$ cat src/design/sha_pkg.sv
// ----------------------------------------------------------------------------
// SHA-256 package
// Constants, types and round functions shared by the hasher modules.
// ----------------------------------------------------------------------------
package sha_pkg;

   localparam int QueueDepth = 4;
   localparam int QueueAw    = 2;

   typedef logic [31:0] word_type;

   // queue entry: one accepted item
   typedef struct packed {
      logic       finish;
      logic [7:0] data;
   } item_type;

   typedef enum logic [2:0] {
      BE_ABSORB,
      BE_ROUND,
      BE_FOLD,
      BE_PAD,
      BE_EMIT
   } be_state_type;

   function automatic word_type round_k(input logic [5:0] idx);
      word_type k;
      case (idx)
         6'd0: k = 32'h428a2f98;  6'd1: k = 32'h71374491;
         6'd2: k = 32'hb5c0fbcf;  6'd3: k = 32'he9b5dba5;
         6'd4: k = 32'h3956c25b;  6'd5: k = 32'h59f111f1;
         6'd6: k = 32'h923f82a4;  6'd7: k = 32'hab1c5ed5;
         6'd8: k = 32'hd807aa98;  6'd9: k = 32'h12835b01;
         6'd10: k = 32'h243185be; 6'd11: k = 32'h550c7dc3;
         6'd12: k = 32'h72be5d74; 6'd13: k = 32'h80deb1fe;
         6'd14: k = 32'h9bdc06a7; 6'd15: k = 32'hc19bf174;
         6'd16: k = 32'he49b69c1; 6'd17: k = 32'hefbe4786;
         6'd18: k = 32'h0fc19dc6; 6'd19: k = 32'h240ca1cc;
         6'd20: k = 32'h2de92c6f; 6'd21: k = 32'h4a7484aa;
         6'd22: k = 32'h5cb0a9dc; 6'd23: k = 32'h76f988da;
         6'd24: k = 32'h983e5152; 6'd25: k = 32'ha831c66d;
         6'd26: k = 32'hb00327c8; 6'd27: k = 32'hbf597fc7;
         6'd28: k = 32'hc6e00bf3; 6'd29: k = 32'hd5a79147;
         6'd30: k = 32'h06ca6351; 6'd31: k = 32'h14292967;
         6'd32: k = 32'h27b70a85; 6'd33: k = 32'h2e1b2138;
         6'd34: k = 32'h4d2c6dfc; 6'd35: k = 32'h53380d13;
         6'd36: k = 32'h650a7354; 6'd37: k = 32'h766a0abb;
         6'd38: k = 32'h81c2c92e; 6'd39: k = 32'h92722c85;
         6'd40: k = 32'ha2bfe8a1; 6'd41: k = 32'ha81a664b;
         6'd42: k = 32'hc24b8b70; 6'd43: k = 32'hc76c51a3;
         6'd44: k = 32'hd192e819; 6'd45: k = 32'hd6990624;
         6'd46: k = 32'hf40e3585; 6'd47: k = 32'h106aa070;
         6'd48: k = 32'h19a4c116; 6'd49: k = 32'h1e376c08;
         6'd50: k = 32'h2748774c; 6'd51: k = 32'h34b0bcb5;
         6'd52: k = 32'h391c0cb3; 6'd53: k = 32'h4ed8aa4a;
         6'd54: k = 32'h5b9cca4f; 6'd55: k = 32'h682e6ff3;
         6'd56: k = 32'h748f82ee; 6'd57: k = 32'h78a5636f;
         6'd58: k = 32'h84c87814; 6'd59: k = 32'h8cc70208;
         6'd60: k = 32'h90befffa; 6'd61: k = 32'ha4506ceb;
         6'd62: k = 32'hbef9a3f7; default: k = 32'hc67178f2;
      endcase
      return k;
   endfunction

   function automatic word_type init_h(input logic [2:0] idx);
      word_type h;
      case (idx)
         3'd0: h = 32'h6a09e667; 3'd1: h = 32'hbb67ae85;
         3'd2: h = 32'h3c6ef372; 3'd3: h = 32'ha54ff53a;
         3'd4: h = 32'h510e527f; 3'd5: h = 32'h9b05688c;
         3'd6: h = 32'h1f83d9ab; default: h = 32'h5be0cd19;
      endcase
      return h;
   endfunction

   function automatic word_type ror(input word_type x, input int n);
      return (x >> n) | (x << (32 - n));
   endfunction

endpackage

$ cat src/design/sha_front.sv
// ----------------------------------------------------------------------------
// SHA-256 front end
// Accepts items and queues them for the compression back end.
// ----------------------------------------------------------------------------
module sha_front import sha_pkg::*; (
   input  logic     clock,
   input  logic     reset,
   input  logic     in_valid,
   output logic     in_ready,
   input  item_type in_item,
   output logic     q_valid,
   input  logic     q_ready,
   output item_type q_item
);

   item_type          mem_ff [QueueDepth];
   logic [QueueAw-1:0] wr_ff, wr_in, rd_ff, rd_in;
   logic [QueueAw:0]   cnt_ff, cnt_in;
   logic              push, pop;

   assign in_ready = (cnt_ff != (QueueAw+1)'(QueueDepth));
   assign q_valid  = (cnt_ff != '0);
   assign q_item   = mem_ff[rd_ff];
   assign push     = in_valid && in_ready;
   assign pop      = q_valid && q_ready;

   always_comb begin
      wr_in  = push ? wr_ff + 1'b1 : wr_ff;
      rd_in  = pop ? rd_ff + 1'b1 : rd_ff;
      cnt_in = cnt_ff + (QueueAw+1)'(push) - (QueueAw+1)'(pop);
   end

   always_ff @(posedge clock) begin
      if (reset) begin
         wr_ff  <= '0;
         rd_ff  <= '0;
         cnt_ff <= '0;
      end else begin
         wr_ff  <= wr_in;
         rd_ff  <= rd_in;
         cnt_ff <= cnt_in;
      end
   end

   always_ff @(posedge clock) begin
      if (push) begin
         mem_ff[wr_ff] <= in_item;
      end
   end

endmodule

$ cat src/design/sha_back.sv
// ----------------------------------------------------------------------------
// SHA-256 back end
// Block buffering, padding, 64-round compression and digest emission.
// ----------------------------------------------------------------------------
module sha_back import sha_pkg::*; (
   input  logic        clock,
   input  logic        reset,
   input  logic        q_valid,
   output logic        q_ready,
   input  item_type    q_item,
   output logic        out_valid,
   input  logic        out_ready,
   output word_type    out_word,
   output logic [2:0]  out_index,
   output logic        out_last
);

   be_state_type state_ff, state_in;
   word_type     h_ff [8];
   word_type     v_ff [8];
   word_type     w_ff [16];       // message schedule window
   logic [5:0]   fill_ff, fill_in;
   logic [63:0]  bits_ff;
   logic [63:0]  total_ff;
   logic [5:0]   rnd_ff;
   logic [2:0]   emit_ff;
   logic         final_ff;        // compression is the last of a finish
   logic         pad2_ff;         // a length-only block still follows

   // byte into the schedule window; bytes enter big-endian per word
   logic         wr_en;
   logic [7:0]   wr_byte;
   word_type     t1, t2, s0, s1, wnew, e, a;

   assign e  = v_ff[4];
   assign a  = v_ff[0];
   assign t1 = v_ff[7] + (ror(e, 6) ^ ror(e, 11) ^ ror(e, 25))
             + ((e & v_ff[5]) ^ (~e & v_ff[6])) + round_k(rnd_ff) + w_ff[0];
   assign t2 = (ror(a, 2) ^ ror(a, 13) ^ ror(a, 22))
             + ((a & v_ff[1]) ^ (a & v_ff[2]) ^ (v_ff[1] & v_ff[2]));
   assign s0 = ror(w_ff[1], 7) ^ ror(w_ff[1], 18) ^ (w_ff[1] >> 3);
   assign s1 = ror(w_ff[14], 17) ^ ror(w_ff[14], 19) ^ (w_ff[14] >> 10);
   assign wnew = s1 + w_ff[9] + s0 + w_ff[0];

   assign out_valid = (state_ff == BE_EMIT);
   assign out_word  = h_ff[emit_ff];
   assign out_index = emit_ff;
   assign out_last  = (emit_ff == 3'd7);
   assign q_ready   = (state_ff == BE_ABSORB);

   always_comb begin
      state_in = state_ff;
      fill_in  = fill_ff;
      wr_en    = 1'b0;
      wr_byte  = q_item.data;
      case (state_ff)
         BE_ABSORB: begin
            if (q_valid) begin
               wr_en   = 1'b1;
               fill_in = fill_ff + 6'd1;
               if (q_item.finish) begin
                  wr_byte = 8'h80;
                  // marker in the last slot fills the block at once
                  state_in = (fill_ff == 6'd63) ? BE_ROUND : BE_PAD;
               end else if (fill_ff == 6'd63) begin
                  state_in = BE_ROUND;
               end
            end
         end
         BE_PAD: begin
            // zeros, then, unless a length-only block follows, the big-endian length in bytes 56..63
            wr_en   = 1'b1;
            fill_in = fill_ff + 6'd1;
            wr_byte = 8'h00;
            if (!pad2_ff && fill_ff >= 6'd56) begin
               wr_byte = total_ff[8'(7 - fill_ff[2:0]) * 8 +: 8];
            end
            if (fill_ff == 6'd63) begin
               state_in = BE_ROUND;
            end
         end
         BE_ROUND: begin
            if (rnd_ff == 6'd63) begin
               state_in = BE_FOLD;
            end
         end
         BE_FOLD: begin
            if (!final_ff) state_in = BE_ABSORB;
            else if (pad2_ff) state_in = BE_PAD;
            else state_in = BE_EMIT;
         end
         BE_EMIT: begin
            if (out_ready && emit_ff == 3'd7) begin
               state_in = BE_ABSORB;
               fill_in  = '0;
            end
         end
         default: state_in = BE_ABSORB;
      endcase
   end

   always_ff @(posedge clock) begin
      if (reset) begin
         state_ff <= BE_ABSORB;
         fill_ff  <= '0;
         bits_ff  <= '0;
         rnd_ff   <= '0;
         emit_ff  <= '0;
         final_ff <= 1'b0;
         pad2_ff  <= 1'b0;
         for (int i = 0; i < 8; i++) h_ff[i] <= init_h(3'(i));
      end else begin
         state_ff <= state_in;
         fill_ff  <= fill_in;
         if (state_ff == BE_ABSORB && q_valid && q_item.finish) begin
            total_ff <= bits_ff + {55'd0, fill_ff, 3'd0};
            final_ff <= 1'b1;
            pad2_ff  <= (fill_ff >= 6'd56);
         end
         if (state_ff == BE_ROUND) begin
            rnd_ff <= rnd_ff + 6'd1;
         end
         if (state_ff == BE_FOLD) begin
            for (int i = 0; i < 8; i++) h_ff[i] <= h_ff[i] + v_ff[i];
            if (!final_ff) bits_ff <= bits_ff + 64'd512;
            pad2_ff <= 1'b0;
         end
         if (state_ff == BE_EMIT && out_ready) begin
            emit_ff <= emit_ff + 3'd1;
            if (emit_ff == 3'd7) begin
               for (int i = 0; i < 8; i++) h_ff[i] <= init_h(3'(i));
               bits_ff  <= '0;
               final_ff <= 1'b0;
            end
         end
      end
   end

   // working variables and schedule window
   always_ff @(posedge clock) begin
      if (wr_en) begin
         // shift bytes in; 16 words x 4 bytes form the block
         for (int i = 0; i < 15; i++) w_ff[i] <= {w_ff[i][23:0], w_ff[i+1][31:24]};
         w_ff[15] <= {w_ff[15][23:0], wr_byte};
      end else if (state_ff == BE_ROUND) begin
         for (int i = 0; i < 15; i++) w_ff[i] <= w_ff[i+1];
         w_ff[15] <= wnew;
      end
      if (state_in == BE_ROUND && state_ff != BE_ROUND) begin
         for (int i = 0; i < 8; i++) v_ff[i] <= h_ff[i];
      end else if (state_ff == BE_ROUND) begin
         v_ff[7] <= v_ff[6]; v_ff[6] <= v_ff[5]; v_ff[5] <= v_ff[4];
         v_ff[4] <= v_ff[3] + t1;
         v_ff[3] <= v_ff[2]; v_ff[2] <= v_ff[1]; v_ff[1] <= v_ff[0];
         v_ff[0] <= t1 + t2;
      end
   end

endmodule

$ cat src/design/sha256_stream_hasher.sv
// ----------------------------------------------------------------------------
// SHA-256 stream hasher
// Byte-wide SHA-256 with a queued front end and an iterative round core.
// ----------------------------------------------------------------------------
// Usage:
//   req_ channel carries one item per handshake: an absorb item holds one
//   message byte in req_tdata; an item with req_tuser high finishes the
//   message (req_tdata ignored).
//   rsp_ channel returns eight items per finish, digest words most
//   significant first; rsp_tdata packs word then index, rsp_tlast marks the
//   eighth word.
// Throughput: absorb items are taken one per cycle while the back end
//   absorbs; the 64th byte of a block starts the rounds and a fold on the
//   single round unit. A finish adds padding bytes up to the block end, one
//   per cycle, then one or two compressions, then eight output words.
// A four-item queue in the front feeds the back so that input
//   keeps flowing briefly while a block compresses.
// Reset sets the initial hash values and empties the queue.
// A stalled receiver simply holds the current digest word; no item is lost.
// ----------------------------------------------------------------------------
module sha256_stream_hasher import sha_pkg::*; (
   input  logic        clock,
   input  logic        reset,
   input  logic        req_tvalid,
   output logic        req_tready,
   input  logic [7:0]  req_tdata,   // [7:0] data_byte
   input  logic        req_tuser,   // [0] command
   output logic        rsp_tvalid,
   input  logic        rsp_tready,
   output logic [39:0] rsp_tdata,   // [31:0] digest_word, [34:32] word_index
   output logic        rsp_tlast
);

   item_type   in_item, q_item;
   logic       q_valid, q_ready;
   word_type   word;
   logic [2:0] idx;

   assign in_item.finish = req_tuser;
   assign in_item.data   = req_tdata;

   sha_front u_front (
      .clock, .reset,
      .in_valid(req_tvalid), .in_ready(req_tready), .in_item,
      .q_valid, .q_ready, .q_item
   );

   sha_back u_back (
      .clock, .reset,
      .q_valid, .q_ready, .q_item,
      .out_valid(rsp_tvalid), .out_ready(rsp_tready),
      .out_word(word), .out_index(idx), .out_last(rsp_tlast)
   );

   assign rsp_tdata = {5'd0, idx, word};

endmodule

$ cat config.mk
export PLATFORM = sky130hd
export DESIGN_NAME = sha256_stream_hasher
export DESIGN_NICKNAME = d
export VERILOG_FILES = /design/src/design/sha_pkg.sv /design/src/design/sha_front.sv /design/src/design/sha_back.sv /design/src/design/sha256_stream_hasher.sv
export SDC_FILE = /design/constraint.sdc
export NUM_CORES = 2
export LEC_CHECK = 0
export ABC_AREA = 1
export ABC_CLOCK_PERIOD_IN_PS = 28800
export BUFFER_PORTS_ARGS = -buffer_cell sky130_fd_sc_hd__buf_2
export CORE_MARGIN = 5
export CORE_UTILIZATION = 30
export CTS_CLUSTER_SIZE = 24
export DETAILED_ROUTE_END_ITERATION = 10
export GPL_ROUTABILITY_DRIVEN = 0
export PLACE_DENSITY = 0.46
export SLEW_MARGIN = 20
export SYNTH_ARGS = -nofsm -noshare
export SYNTH_HDL_FRONTEND = slang
export SYNTH_SLANG_ARGS = --single-unit
export TNS_END_PERCENT = 10
$ cat constraint.sdc
create_clock -name clock -period 28.8 [get_ports clock]
set_input_delay 5.76 -clock clock [delete_from_list [all_inputs] [get_ports clock]]
set_output_delay 5.76 -clock clock [all_outputs]
set_load 0.02 [all_outputs]
==> metrics.txt <==
outcome=complete, no violations; synth top area cells=edfxtp_1 (35%), nand2_1 (11%), o21ai_0 (7.3%), inv_1 (6.1%), ha_1 (5.9%); final hold violations=0; Avg Synthesized Cell Area=7.96 um^2; Mapped Cells=approximately 11000; initial antenna violation count=14; period utilization=roughly a third; Root Driver=clkbuf_16; H-tree levels=4; Rows=between 150 and 200; Final Skew=61.2 ps; via count of the first global-routing pass=about 70000; layout cells sized above 1=slightly above 4%; Worst R2R Setup Slack=between 20000 and 25000 ps; Finish-stage setup viols=0; Setup Buffers After CTS=0; reg-to-reg critical path endpoint=u_back.v_ff[0][31]$_DFFE_PP_; Top delay family on crit path=compound AO/OA/AOI/OAI gates; clock sinks=1240; IO Pins=56; Die Height=around 540 um; Top Usage Layer GRT=met2; Post-synth EDFFs=around 1000; clk slew on worst S/H paths=about 60 ps; worst-margin pin slew=around 1100 ps; Crit path required time=roughly 23000 ps; Setup crit start kind=register; CP endpoint kind=output port; crit path DAT=between 4000 and 5000 ps; hold_buf cts=0; final hold slack=434 ps; clock buffer depth=4; Worst Setup EP=rsp_tdata[22]; WL per Instance=23.3 um; core footprint=roughly 280000 um^2; post-cts resize count=0; Max FO, Critical Path=80; Tmin final=10000 ps; # nets final=approximately 11000; residual DRC count=0; Max-slew headroom=25.1%; Synth-to-Final Area Change=10.4%; Worst Path Buf+Inv=2; GR Util All Layers=21.9%; Seq/Total Area, Yosys=about two fifths; CP Class=reg2out; DP HPWL=approximately 260 mm; Reg2Reg Depth=26; met3 usage=about 4.4%; Setup TNS=0 ps; Slew Viols, Final=0; CTS Buf Count=162; Starting Density=between 30% and 40%; first-pass GRT wire length=between 400 and 500 mm; critical path depth=5; crit-path max cell delay=810 ps; hold path depth=0; gr ovfl total=0; Top FF cell, synth=edfxtp_1; CP max-delay cell=o21ai_0; clock latency on the worst-skew pair=around 860 ps; DIE AREA=around 300000 um^2; share of the synthesized area in the top cell type=roughly a third; Synth Register Bits=approximately 1200; detailed router's first-iteration violation count=between 8000 and 9000; reg2reg start=u_back.v_ff[4][12]$_DFFE_PP_; met1 Use GR=between 20% and 30%; pin count of the biggest net entering global routing=between 150 and 200; worst-path cell chain=inv_4, o21ai_0, a21oi_1, a31oi_1, buf_2; Post-Syn Area=84700 um^2; Min-Delay Path Class=reg2reg; Yosys Warn Count=0; DRT Wirelength=approximately 330 mm; Vias=about 75000; Die X=around 540 um; RSZ-0062 raised after global routing=no; ys async rst share=0%; library cells used by synthesis=around 60; max_cap viols=0; cell taking the most area after synthesis=edfxtp_1; fmax=between 100 and 150 MHz; Vias/cell=between 5 and 6; # port buffers=50; grt met2 use=between 30% and 40%; router iterations before antenna repair=7; min-delay src=u_back.bits_ff[63]$_SDFF_PP0_; Detail Route Antenna Nets=0; CTS tree=built
[worst register-to-register path, cell delays in order (launching register included)]
cell      delay, ps
edfxtp_1        890
xnor2_1         220
xor2_1          220
fa_1            520
fa_1            530
fa_1            410
inv_1            70
ha_1            180
inv_1            70
fa_1            490
inv_1            80
nand2_1          50
nand3_1         130
a21oi_1         140
o21ai_0         210
xor2_1          890
fa_1            560
ha_1            370
nand2_1         150
nor2_1          310
nand4_1         150
o21ai_0         590
nand2_1         170
nand4_1         260
nand3_1         130
nand3_1          90
nand2_1          60
[per-stage QoR]
stage | std cells | instance area (um^2) | setup slack [ps] | util, %
floorplan | 10600 | 84700 | 8470 | -
global placement | 14000 | 88300 | 19590 | 31.3
detailed placement | 14000 | 88300 | 19600 | 31.3
CTS | 14300 | 93400 | 18670 | 33.2
global route | 14300 | 93500 | 18730 | 33.2
finish | 14300 | 93500 | 18810 | 33.2
[cell usage after synthesis (all sizes together) (3+ instances only)]
| cell type | instances |
|---|---|
| xor2 | 218 |
| ha | 400 |
| maj3 | 21 |
| a31o | 4 |
| xnor2 | 172 |
| nand3b | 27 |
| nor2 | 675 |
| mux2i | 28 |
| o221ai | 26 |
| o22ai | 18 |
| and2 | 3 |
| o21a | 50 |
| nor4 | 28 |
| buf | 86 |
| a22oi | 7 |
| nand2 | 2515 |
| a21boi | 35 |
| clkbuf | 405 |
| fa | 196 |
| a32o | 4 |
| or2 | 44 |
| edfxtp | 993 |
| nand4 | 120 |
| o211ai | 53 |
| inv | 1392 |
| and3 | 12 |
| o21ai | 1280 |
| o221a | 4 |
| o2111ai | 8 |
| a21o | 51 |
| a21oi | 758 |
| o21bai | 61 |
| a31oi | 80 |
| nand3 | 489 |
| dfxtp | 247 |
| o31ai | 4 |
| a211oi | 10 |
| clkinv | 3 |
| nor3 | 104 |
[flip-flops by register name, indices dropped and copies added (netlist names), named ones only]
register          cells
u_back.w_ff         512
u_back.h_ff         256
u_back.v_ff         256
u_back.total_ff      61
u_back.bits_ff       55
u_front.mem_ff       36
u_back.fill_ff        6
u_back.rnd_ff         6
u_back.out_index      3
u_back.state_ff       3
u_front.cnt_ff        3
u_front.rd_ff         2
u_front.wr_ff         2
u_back.final_ff       1
u_back.pad2_ff        1
[how the worst min path moves through the flow]
stage | endpoint | slack [ps]
after floorplan | register | 440
after global routing | u_back.total_ff[63]$_DFFE_PP_ | 450
after CTS | u_back.total_ff[62]$_DFFE_PP_ | 430
final | u_back.total_ff[63]$_DFFE_PP_ | 430
after detailed placement | u_back.total_ff[62]$_DFFE_PP_ | 420
after global placement | u_back.total_ff[63]$_DFFE_PP_ | 420
[layout by cell type, fill, tap and decap left out, types with 103 or more instances in the layout]
cell type  Yosys  final
o21ai_0     1228   1223
nor3_1       103    103
inv_1       1373   1369
nand3_1      486    486
a21oi_1      758    758
fa_1         196    196
nor2_1       662    661
clkbuf_16      0    165
dfxtp_1      247    245
nand4_1      120    120
xor2_1       218    218
nand2_1     2513   2511
ha_1         400    400
edfxtp_1     993    993
xnor2_1      172    170
[cell families after synthesis]
group | Yosys count | share of synthesized area (%)
and+or+nand+nor | 4020 | 19.6
AOI/OAI and AO/OA | 2461 | 15.7
buffers and inverters | 1886 | 8.48
DFF | 1240 | 41.0
adders and majority gates | 617 | 10.8
xor gates and xnor gates | 390 | 4.03
muxes | 29 | 0.344
other | 1 | 0.00443
[final cells by class]
cell class | instances | area (um^2)
Inverter | 1395 | 5250
Clock inverter | 87 | 868
Tap cell | 3743 | 4680
Antenna cell | 6 | 15.0
Multi-Input combinational cell | 7522 | 42800
Fill cell | 29900 | 188000
Clock buffer | 200 | 4300
Timing Repair Buffer | 111 | 749
Sequential cell | 1240 | 34800
[per-layer routing]
layer,vias up,part of all wire (%)
met5,-,0.031
met3,673,8.4
met1,36300,44
met2,3125,44
li1,35200,-
met4,16,4.0
Power is not shown: default switching activity piles up to over one toggle a cycle in this logic, so the estimate is an artifact.
